File: src/hdl/epd_pkg.sv
`timescale 1ns / 1ps

package epd_pkg;

	// number of message types; must stay within 1..64
	localparam int TYPE_COUNT = 16;
	localparam int MASK_WIDTH = 16;

	// framing mode codes
	localparam logic [1:0] MODE_HUNT   = 2'd0;
	localparam logic [1:0] MODE_TYPE   = 2'd1;
	localparam logic [1:0] MODE_PACKET = 2'd2;

	// result kinds
	localparam logic [1:0] KIND_START = 2'd0;
	localparam logic [1:0] KIND_DATA  = 2'd1;
	localparam logic [1:0] KIND_END   = 2'd2;

	// special bytes of the stuffed stream
	localparam logic [7:0] ESC_BYTE     = 8'h81;
	localparam logic [7:0] START_MARK   = 8'hFF;
	localparam logic [7:0] LITERAL_MARK = 8'hFE;
	localparam logic [7:0] END_MARK     = 8'h00;

	typedef struct packed {
		logic       valid;
		logic [1:0] kind;
		logic [7:0] value;
	} epd_result_t;

endpackage

File: src/hdl/escaped_packet_deframer.sv
`timescale 1ns / 1ps

// Byte-stuffed packet deframer. Raw link bytes come in on the slave stream, one
// byte per transfer; 0x81 is the escape byte. Escape + 0xFF opens a packet and
// the following byte (taken raw) is the message type; the type is accepted only
// if it is below TYPE_COUNT and its bit in type_enable_mask is set, giving a
// start result (tuser 0, tdata = type). Inside a packet plain bytes come out as
// data (tuser 1), escape + 0xFE as data 0x81, escape + 0x00 as the end result
// (tuser 2, tdata 0); other escaped bytes are dropped. Most bytes give no
// result. The block takes one byte per clock while its results are taken: a
// byte is held in the input register, is decoded by a single layer of logic
// against the framing state and lands in the output register, which drives the
// master stream. A result that waits on m_tready holds the next byte in the
// input register, and s_tready drops once that register is full. Write
// type_enable_mask only while idle.
module escaped_packet_deframer import epd_pkg::*; (
	input  logic                  clk,
	input  logic                  arst_n,
	// slave stream: raw link bytes
	input  logic                  s_tvalid,
	output logic                  s_tready,
	input  logic [7:0]            s_tdata,   // [7:0] rx_byte
	// master stream: decoded results
	output logic                  m_tvalid,
	input  logic                  m_tready,
	output logic [7:0]            m_tdata,   // [7:0] value
	output logic [1:0]            m_tuser,   // [1:0] kind
	// configuration
	input  logic                  cfg_we,
	input  logic [MASK_WIDTH-1:0] cfg_wdata  // type_enable_mask
);

	logic                  valid_s1;
	logic [7:0]            byte_s1;
	logic                  out_valid_q;
	logic [1:0]            out_kind_q;
	logic [7:0]            out_value_q;
	logic [MASK_WIDTH-1:0] mask_q;
	logic                  advance;
	epd_result_t           result;

	// the held byte moves on when the output register is free or draining
	assign advance  = valid_s1 && (!out_valid_q || m_tready);
	assign s_tready = !valid_s1 || advance;

	always_ff @(posedge clk or negedge arst_n) begin
		if (!arst_n) begin
			mask_q <= '0;
		end else if (cfg_we) begin
			mask_q <= cfg_wdata;
		end
	end

	// input register
	always_ff @(posedge clk or negedge arst_n) begin
		if (!arst_n) begin
			valid_s1 <= 1'b0;
		end else if (s_tready) begin
			valid_s1 <= s_tvalid;
		end
	end

	always_ff @(posedge clk) begin
		if (s_tvalid && s_tready) byte_s1 <= s_tdata;
	end

	epd_core u_core (
		.clk              (clk),
		.arst_n           (arst_n),
		.advance          (advance),
		.rx_byte          (byte_s1),
		.type_enable_mask (mask_q),
		.result           (result)
	);

	// output register
	always_ff @(posedge clk or negedge arst_n) begin
		if (!arst_n) begin
			out_valid_q <= 1'b0;
		end else if (advance) begin
			out_valid_q <= result.valid;
		end else if (m_tready) begin
			out_valid_q <= 1'b0;
		end
	end

	always_ff @(posedge clk) begin
		if (advance && result.valid) begin
			out_kind_q  <= result.kind;
			out_value_q <= result.value;
		end
	end

	assign m_tvalid = out_valid_q;
	assign m_tdata  = out_value_q;
	assign m_tuser  = out_kind_q;

`ifndef SYNTHESIS
	// no result kind beyond the three defined ones
	a_kind_legal: assert property (@(posedge clk) disable iff (!arst_n)
		m_tvalid |-> (m_tuser == KIND_START || m_tuser == KIND_DATA || m_tuser == KIND_END))
		else $error("illegal result kind");

	// an end result always carries zero
	a_end_zero: assert property (@(posedge clk) disable iff (!arst_n)
		(m_tvalid && m_tuser == KIND_END) |-> (m_tdata == 8'h00))
		else $error("end result with nonzero value");

	// a start result carries a type within range
	a_start_type: assert property (@(posedge clk) disable iff (!arst_n)
		(m_tvalid && m_tuser == KIND_START) |->
			(m_tdata < 8'(TYPE_COUNT) && m_tdata < 8'(MASK_WIDTH)))
		else $error("start result with out-of-range type");

	// a pending result blocks decoding until it is taken
	a_no_overrun: assert property (@(posedge clk) disable iff (!arst_n)
		(m_tvalid && !m_tready) |-> !advance)
		else $error("result register overrun");
`endif

endmodule

File: src/hdl/epd_core.sv
`timescale 1ns / 1ps

module epd_core import epd_pkg::*; (
	input  logic                  clk,
	input  logic                  arst_n,
	input  logic                  advance,
	input  logic [7:0]            rx_byte,
	input  logic [MASK_WIDTH-1:0] type_enable_mask,
	output epd_result_t           result
);

	logic [1:0] mode_q;
	logic       esc_q;
	logic [1:0] mode_d;
	logic       esc_d;
	logic       type_ok;

	// type must be below the type count and have a mask bit
	assign type_ok = (rx_byte < 8'(TYPE_COUNT)) && (rx_byte < 8'(MASK_WIDTH))
		&& type_enable_mask[rx_byte[$clog2(MASK_WIDTH)-1:0]];

	always_comb begin
		mode_d = mode_q;
		esc_d  = esc_q;
		result = '0;
		unique case (mode_q)
			MODE_TYPE: begin
				// type byte is taken raw, even an escape byte
				esc_d = 1'b0;
				if (type_ok) begin
					mode_d = MODE_PACKET;
					result = '{valid: 1'b1, kind: KIND_START, value: rx_byte};
				end else begin
					mode_d = MODE_HUNT;
				end
			end
			MODE_PACKET: begin
				if (esc_q) begin
					esc_d = 1'b0;
					if (rx_byte == LITERAL_MARK) begin
						result = '{valid: 1'b1, kind: KIND_DATA, value: ESC_BYTE};
					end else if (rx_byte == END_MARK) begin
						mode_d = MODE_HUNT;
						result = '{valid: 1'b1, kind: KIND_END, value: 8'h00};
					end
				end else if (rx_byte == ESC_BYTE) begin
					esc_d = 1'b1;
				end else begin
					result = '{valid: 1'b1, kind: KIND_DATA, value: rx_byte};
				end
			end
			default: begin
				// hunting, and the unused code behaves the same
				mode_d = MODE_HUNT;
				if (esc_q) begin
					esc_d = 1'b0;
					if (rx_byte == START_MARK) mode_d = MODE_TYPE;
				end else if (rx_byte == ESC_BYTE) begin
					esc_d = 1'b1;
				end
			end
		endcase
	end

	always_ff @(posedge clk or negedge arst_n) begin
		if (!arst_n) begin
			mode_q <= MODE_HUNT;
			esc_q  <= 1'b0;
		end else if (advance) begin
			mode_q <= mode_d;
			esc_q  <= esc_d;
		end
	end

endmodule

File: config.mk
export PLATFORM = sky130hd
export DESIGN_NAME = escaped_packet_deframer
export DESIGN_NICKNAME = d
export VERILOG_FILES = /design/src/hdl/epd_pkg.sv /design/src/hdl/escaped_packet_deframer.sv /design/src/hdl/epd_core.sv
export SDC_FILE = /design/constraint.sdc
export NUM_CORES = 1
export LEC_CHECK = 0
export CORE_MARGIN = 10
export CORE_UTILIZATION = 30
export DETAILED_ROUTE_END_ITERATION = 6
export DONT_BUFFER_PORTS = 1
export SLEW_MARGIN = 5
export SYNTH_ARGS = -nofsm -noshare
export SYNTH_HDL_FRONTEND = slang
export SYNTH_HIERARCHICAL = 1
export SYNTH_SLANG_ARGS = --single-unit
File: constraint.sdc
create_clock -name clk -period 3 [get_ports clk]
set_input_delay 0.45 -clock clk [delete_from_list [all_inputs] [get_ports clk]]
set_output_delay 0.45 -clock clk [all_outputs]
set_load 0.01 [all_outputs]
# Word-level counts from Yosys, hierarchy flattened
# Cells that the tools add are included.
# W data, S select, Z words.
# word_totals
reg_bits	39
output_inout_bits	12
elab_cells	49
# classes
n_lt_le_gt_ge	2
n_eq_ne	8
muxes	20
n_reduce_logical	11
# ops
operator	n
$mux W11	5
$eq A8 B8 Y1 const B	3
$pmux W11 S2	1
$mux W2	5
$logic_not A8 Y1	1
$lt A8 B5 Y1 const B	1
$mux W1	7
$lt A4 B5 Y1 const B	1
$bmux W1 S4	1
$logic_and A1 B1 Y1	4
$ne A2 B1 Y1 const B	2
$pmux W2 S2	1
$reduce_and A4 Y1	1
$eq A2 B1 Y1 const B	1
$eq A2 B2 Y1 const B	1
$logic_not A1 Y1	2
$logic_or A1 B1 Y1	2
$ne A2 B2 Y1 const B	1
$reduce_bool A2 Y1	1

# Depth between registers and ports, before layout
# Gate-level depths: netlist of run 1.
# depth
ltp_word	6
mapped_depth	7

# Hierarchy
# The synthesis of run 1 kept the hierarchy.
# by_module_without_submodules
module	instances	cells_per_inst	area_per_inst_um2
escaped_packet_deframer	1	62	1286.2
epd_core	1	74	569.3

# Worst setup path after synthesis of run 1
# No wires, ideal clock.
# synth_path
path_kind	register -> register
from	register byte_s1[6]
to	register out_value_q[0], in the netlist m_tdata[0] (enable)
setup_ps	377
arrival_time_ps	1859
setup_slack_ps	764
path_stages_with_launch	7
path_cell_list	edfxtp_1 nor4_2 and2_1 nand4_2 a31oi_1 nand2_1 nor2b_1
# synth_rtl
item	line_no	text
start: declaration	escaped_packet_deframer.sv:34	logic [7:0] byte_s1;
start signal: assignment	escaped_packet_deframer.sv:64	if (s_tvalid && s_tready) byte_s1 <= s_tdata;
end signal: assignment	escaped_packet_deframer.sv:90	out_value_q <= result.value;
end: declaration	escaped_packet_deframer.sv:37	logic [7:0] out_value_q;

==> results of run 1 <==
[synth_stat cells, types with 5 or more instances]
| master | instances |
|---|---|
| mux2i_1 | 9 |
| nand2_1 | 7 |
| nor2_1 | 5 |
| mux2_2 | 6 |
| mux2_4 | 10 |
| and2_1 | 8 |
| inv_1 | 8 |
| dfrtp_1 | 21 |
| edfxtp_1 | 18 |
[layout by cell type, fill, tap and decap left out, drive strengths merged, types with 2 or more instances in the layout]
| master | n |
|---|---|
| a31oi | 3 |
| mux2 | 16 |
| nand2 | 7 |
| nor2 | 5 |
| and2 | 8 |
| ha | 2 |
| edfxtp | 18 |
| nand3 | 3 |
| inv | 8 |
| nor2b | 3 |
| mux2i | 9 |
| nor3 | 3 |
| a21oi | 3 |
| a22oi | 2 |
| a311oi | 3 |
| clkbuf | 5 |
| nand4 | 4 |
| clkinv | 2 |
| o21ai | 2 |
| nand2b | 3 |
| dfrtp | 21 |
[registers in the layout, indices dropped and copies added, names as in the netlist]
name / cells
mask_q: 16
byte_s1: 8
m_tdata: 8
m_tuser: 2
u_core/mode_q: 2
m_tvalid: 1
u_core/esc_q: 1
valid_s1: 1
[final timing paths]
path                            start               end  slack (ns)  cells after the start
setup / recovery           byte_s1[0]        m_tdata[6]        0.77                      7
hold / removal             s_tdata[4]        byte_s1[4]        0.25                      0
setup reg to reg           byte_s1[0]        m_tdata[6]        0.77                      7
hold reg to reg             mask_q[8]         mask_q[8]        0.51                      1
max in group asynchronous      arst_n         mask_q[9]        1.61                      1
min in group asynchronous      arst_n  u_core/mode_q[0]        0.77                      1
[critical path, cell delays in order, from the launching register on]
cell and delay [ns]:
edfxtp_1 0.72, mux2i_1 0.19, a22oi_2 0.26, nand4_4 0.16, a31oi_1 0.20, nand2_1 0.10
nor2b_1 0.12, buf_4 0.19
[layer usage]
layer  wire, µm  share of wire  up-vias
met5          0              0        -
met4         86          0.021        0
met3        310          0.076        8
met2       2160           0.53       53
met1       1540           0.38      551
li1           -              -      508
[power by group through the flow]
| stage | clock network, mW | registers, mW | logic, mW |
|---|---|---|---|
| finish | 0.336 | 0.701 | 0.243 |
| global route | 0.375 | 0.708 | 0.271 |
| CTS | 0.351 | 0.702 | 0.241 |
| detailed placement | 0 | 0.713 | 0.234 |
| global placement | 0 | 0.710 | 0.224 |
| floorplan | 0 | 0.691 | 0.200 |
[timing repair]
action | CTS | global route
hold endpoints to repair | 21 | 0
setup buffers | 0 | 0
gates resized for setup | 0 | 0
hold buffers | 1 | 0
[kinds of logic after synthesis]
family | share of synthesized area
AND/OR/NAND/NOR | 0.127
multiplexers | 0.166
buffers and inverters | 0.0411
adder cells (fa/ha/maj) | 0.0135
AO/OA/AOI/OAI | 0.0776
flip-flops | 0.575
[per-stage QoR]
step / cell area [µm²] / hold WS (ns) / instances / worst slack, ns / power [mW]
2_1_floorplan: 1860 / 0.154 / 136 / 0.764 / 0.891
3_3_place_gp: 1910 / 0.156 / 208 / 0.846 / 0.934
3_5_place_dp: 1910 / 0.156 / 208 / 0.772 / 0.947
4_1_cts: 2000 / 0.242 / 217 / 0.768 / 1.29
5_1_grt: 2000 / 0.232 / 217 / 0.626 / 1.35
6_report: 2000 / 0.252 / 217 / 0.771 / 1.28
[layout make-up]
class / count / area share
clock inverters: 3 / 0.00749
flip-flops and latches: 39 / 0.532
well taps: 75 / 0.0468
repair buffers: 2 / 0.00874
multi-input cells: 85 / 0.356
clock buffers: 5 / 0.0343
inverters: 8 / 0.0150
==> results.cfg, run 1 <==
[floorplanning]
die_w_um = 98.6
start_util = 0.312
ioPinCount = 41
core_um2 = 5960
dieArea_um2 = 9730
die_y_um = 98.6
num_rows = 28

[power]
peakVddDrop_mv = 0.195
p_leak_nw = 0.798
clkPwrFrac = 0.263
combinationalPowerShare = 0.190
internal_power_mw = 0.907
p_seq_frac = 0.548
p_sw_frac = 0.291
p_sw_mw = 0.373
power.density_nw_per_um2 = 638

[sta]
period_minus_slack_ns = 2.23
fin_worst_skew_ns = 0.00610
final_max_slew_viol_count = 0
grt_setup_unrepaired = false
setup-violations-final = 0
fmax_mhz = 449
fin_crit_sh = 0.743
tightest_slew_ns = 1.01
slew_headroom = 0.323
fin_tns_setup_ns = 0
finalHoldViolCount = 0

[grt]
antenna_found_initial = 0
grt_overflow = 0
met3_usage = 0.0349
grtUsageTotal = 0.0829
grt_pass1_vias = 1162
grt_pass1_wl_um = 6350
grt_max_degree = 22
met1_usage = 0.0841
grt_util_met2 = 0.144
top_usage_layer = met2

[clock_tree]
clkSlewWorstSetupHoldPaths_ns = 0.07
cts.path.max_buffers = 2
clk-insertion-delay-late_ns = 0.29
htreeDepth = 2
numCtsBuffers = 5
cts_tree = built
clock-sinks = 39
cts_root_buf = clkbuf_8

[placed_design]
dpl.hpwl_um = 3170
place.gp.congestion = 0.780
port_buffers = 0

[outcome]
status = complete, no violations

[yosys]
async_flop_share = 0.538
syn_nets = 167
netlist_top_cells_area = edfxtp_1, dfrtp_1, mux2_4, mux2i_1, mux2_2
synth-warning-count = 6
ys_seq_area_frac = 0.575
synth_area_um2 = 1860
synth_ff_type = dfrtp_1
yosysTopAreaCell = edfxtp_1
syn_inst = 136
synth_enable_flop_cells = 18
synth_top_area_share = 0.291
avgSynthCellArea_um2 = 13.6
ys_types = 34
ys_ff_latch = 39

[final_layout]
drive_above_1_share = 0.197
n_antenna_cell = 0
fin_nets = 172
utilization = 0.337
multi_input_area_um2 = 713
seq_area_um2 = 1070
area_delta_synth_final_pct = 8.02
fillerInstances = 592

[detailed_routing]
wl_per_cell_um = 18.9
drc = 0
ant_nets = 0
drtIter0Drc = 45
viasPerCell = 5.16
dr.pass1.iters = 4
wl_um = 4100
route.vias.total = 1120

[min_path]
hp-class = in2reg

[setup_path]
path_class = reg2reg
end_kind = flop
cp_data_required_time_ns = 3.00
worst-endpoint-arrival_ns = 2.23
critPathLaunchType = flop
crit_path_max_fanout = 12

[flow_run]
maxCapViolations = 0
No activity file was read; power rests on OpenSTA's default activity.
==> run 2: changes to the inputs <==
--- a/config.mk
+++ b/config.mk
@@ -5,6 +5,7 @@
 export SDC_FILE = /design/constraint.sdc
 export NUM_CORES = 1
 export LEC_CHECK = 0
+export ABC_AREA = 1
 export CORE_MARGIN = 10
 export CORE_UTILIZATION = 30
 export DETAILED_ROUTE_END_ITERATION = 6
==> constraint.sdc (replaced) <==
create_clock -name clk -period 2.23 [get_ports clk]
set_input_delay 0.3345 -clock clk [delete_from_list [all_inputs] [get_ports clk]]
set_output_delay 0.3345 -clock clk [all_outputs]
set_load 0.01 [all_outputs]
==> run 2 against run 1 <==
Net effect:
- final area rose by 1.3%
- routed wire length fell by 5.1%
- global-route usage fell by 0.20 points
- largest power group unchanged
- critical path depth is 5 higher
- total power up 6.0%
- register-to-register slack got worse by 0.43 ns
- sequential share of layout area decreased by 0.69 points
- sequential power up 16%
- first-iteration DRC count grew 71%
==> results.cfg, run 2 <==
[outcome]
status = complete, no violations

[yosys]
netlist_top_cells_area = edfxtp_1, dfrtp_1, nand2_1, inv_1, o21ai_0
syn_nets = 256
synth_ff_type = dfrtp_1
async_flop_share = 0.538
synth_top_area_share = 0.286
synth_compound_area_frac = 0.0841
yosysTopAreaCell = edfxtp_1
ys_types = 16
synth_commonest_cells = nand2_1, inv_1, dfrtp_1
avgSynthCellArea_um2 = 8.40
ys_seq_area_frac = 0.564
synth_area_um2 = 1890
synthXorXnorAreaFrac = 0
synth_enable_flop_cells = 18
syn_inst = 225
synthMuxAreaShare = 0
synth_top_family_by_area = simple AND/OR/NAND/NOR gates
synth-warning-count = 6
yosysMostFrequentCell = nand2_1
ys_ff_latch = 39
synth-simple-area-share = 0.226
synthAdderAreaFrac = 0.0132

[setup_path]
cp_slowest_stage_delay_ns = 0.42
cpMaxStageDelayCell = edfxtp_1
reg2reg_to = m_tuser[1]
rrSetupSlack_ns = 0.34
worst-endpoint-arrival_ns = 1.89
cp_data_required_time_ns = 2.22
end_kind = flop
critPathLaunchType = flop
path_class = reg2reg
crit_path_max_fanout = 11
reg2reg_depth = 12
worstPathCellList = inv_2 -> nand2_1 -> nand2_1 -> nand2_1 -> nand2_1 -> nand2_1 -> nand2_1 -> o21ai_2 -> a21oi_1 -> inv_1 -> nor2_1 -> buf_4
r2r-start = byte_s1[0]
crit_path_frequent_cell = nand2_1

[power]
power_mw = 1.36
p_leak_nw = 0.939
power.density_nw_per_um2 = 668
peakVddDrop_mv = 0.424

[final_layout]
n_antenna_cell = 0
fin_nets = 260
drive_above_1_share = 0.0652
largest_register_ff_count = 16
layout_common_cells = nand2_1, inv_1, dfrtp_1
stdcell_area_um2 = 2030
utilization = 0.337
fillerInstances = 651
area_delta_synth_final_pct = 7.41
mostFrequentLayoutCell = nand2_1
largest-register = mask_q
instances_no_fill = 305

[sta]
fmax_mhz = 528
tightest_slew_ns = 0.978
grt_setup_unrepaired = false
finalWorstSetupSlack_ns = 0.337
slew_headroom = 0.346
fin_crit_sh = 0.849
period_minus_slack_ns = 1.89
fin_tns_setup_ns = 0
setup-violations-final = 0
hold-worst-slack_ns = 0.117
fin_worst_skew_ns = 0.00450
final_max_slew_viol_count = 0
finalHoldViolCount = 0

[detailed_routing]
route.vias.total = 1366
dr.pass1.iters = 4
viasPerCell = 4.48
wl_per_cell_um = 12.7
wl_um = 3890
ant_nets = 0
drtIter0Drc = 77
drc = 0

[flow_run]
maxCapViolations = 0

[clock_tree]
cts_root_buf = clkbuf_8
hold_buffers = 1
cts_setup_buffers = 0
cts_tree = built
cts_resized = 0
clock-sinks = 39
htreeDepth = 2
cts.path.max_buffers = 2
clk-insertion-delay-late_ns = 0.29
numCtsBuffers = 5
clkSlewWorstSetupHoldPaths_ns = 0.07

[placed_design]
place.gp.congestion = 0.869
dp_cells = 296
placed_cell_area_um2 = 1940
port_buffers = 0
dpl.hpwl_um = 3020
place_worst_setup_slack_ns = 0.352

[floorplanning]
start_util = 0.314
die_w_um = 99.4
ioPinCount = 41
core_um2 = 6030
dieArea_um2 = 9880
num_rows = 28
die_y_um = 99.4

[grt]
grt_pass1_wl_um = 6640
grt_max_degree = 33
grt_pass1_vias = 1415
antenna_found_initial = 0
grtUsageTotal = 0.0810
grt_overflow = 0

[min_path]
holdPathStages = 1
hold_path_end = mask_q[7]
min_from = cfg_we
hp-class = in2reg
## run 2: cell types whose count changed in the layout (fill, tap and decap cells not counted), sizes merged, moves of 5 or more
cell,previous run,this run
nand2,7,79
and2,8,0
nand3,3,8
mux2,16,0
o21ai,2,22
nor2,5,18
mux2i,9,0
inv,8,41
## run 2: area by class of cell
| type | count | area (µm²) | share of cell area |
|---|---|---|---|
| multi-input combinational | 139 | 611 | 0.301 |
| clock buffer | 7 | 76.3 | 0.0376 |
| clock inverter | 1 | 5.00 | 0.00246 |
| inverter | 41 | 154 | 0.0758 |
| sequential | 39 | 1070 | 0.525 |
| timing repair buffer | 3 | 25.0 | 0.0123 |
| tap | 75 | 93.8 | 0.0462 |
## run 2: routing by layer
layer / share of wire / global-route usage
met1: 0.49 / 0.0964
met2: 0.44 / 0.132
met3: 0.053 / 0.0173
met4: 0.018 / 0.0463
met5: 0 / 0
## run 2: worst max-delay path by stage
stage	slack [ns]	depth (start not counted)	startpoint	endpoint
4_1_cts	0.34	12	byte_s1[0]	m_tdata[3]
6_report	0.34	12	byte_s1[0]	m_tuser[1]
3_5_place_dp	0.35	12	byte_s1[0]	m_tdata[3]
3_3_place_gp	0.34	12	byte_s1[0]	m_tdata[1]
2_1_floorplan	0.26	10	byte_s1[0]	m_tdata[0]
5_1_grt	0.10	11	byte_s1[1]	m_tuser[1]
## run 2: cell families after synthesis
logic type      Yosys count
buf+inv                  47
simple gates            109
fa+ha+maj                 2
flops                    39
compound gates           28
## run 2: where the power goes
part	switching, mW	leakage (nW)	internal, mW
clock	0.231	0.0422	0.219
sequential	0.0229	0.428	0.787
combinational	0.0618	0.469	0.0344
total	0.316	0.939	1.04
## run 2: worst max-delay path: cells and delay by family (launching register included)
kind,cells,cell delay (ns)
and+or+nand+nor,7,0.48
buffers and inverters,3,0.45
DFF,1,0.42
AOI/OAI and AO/OA,2,0.23
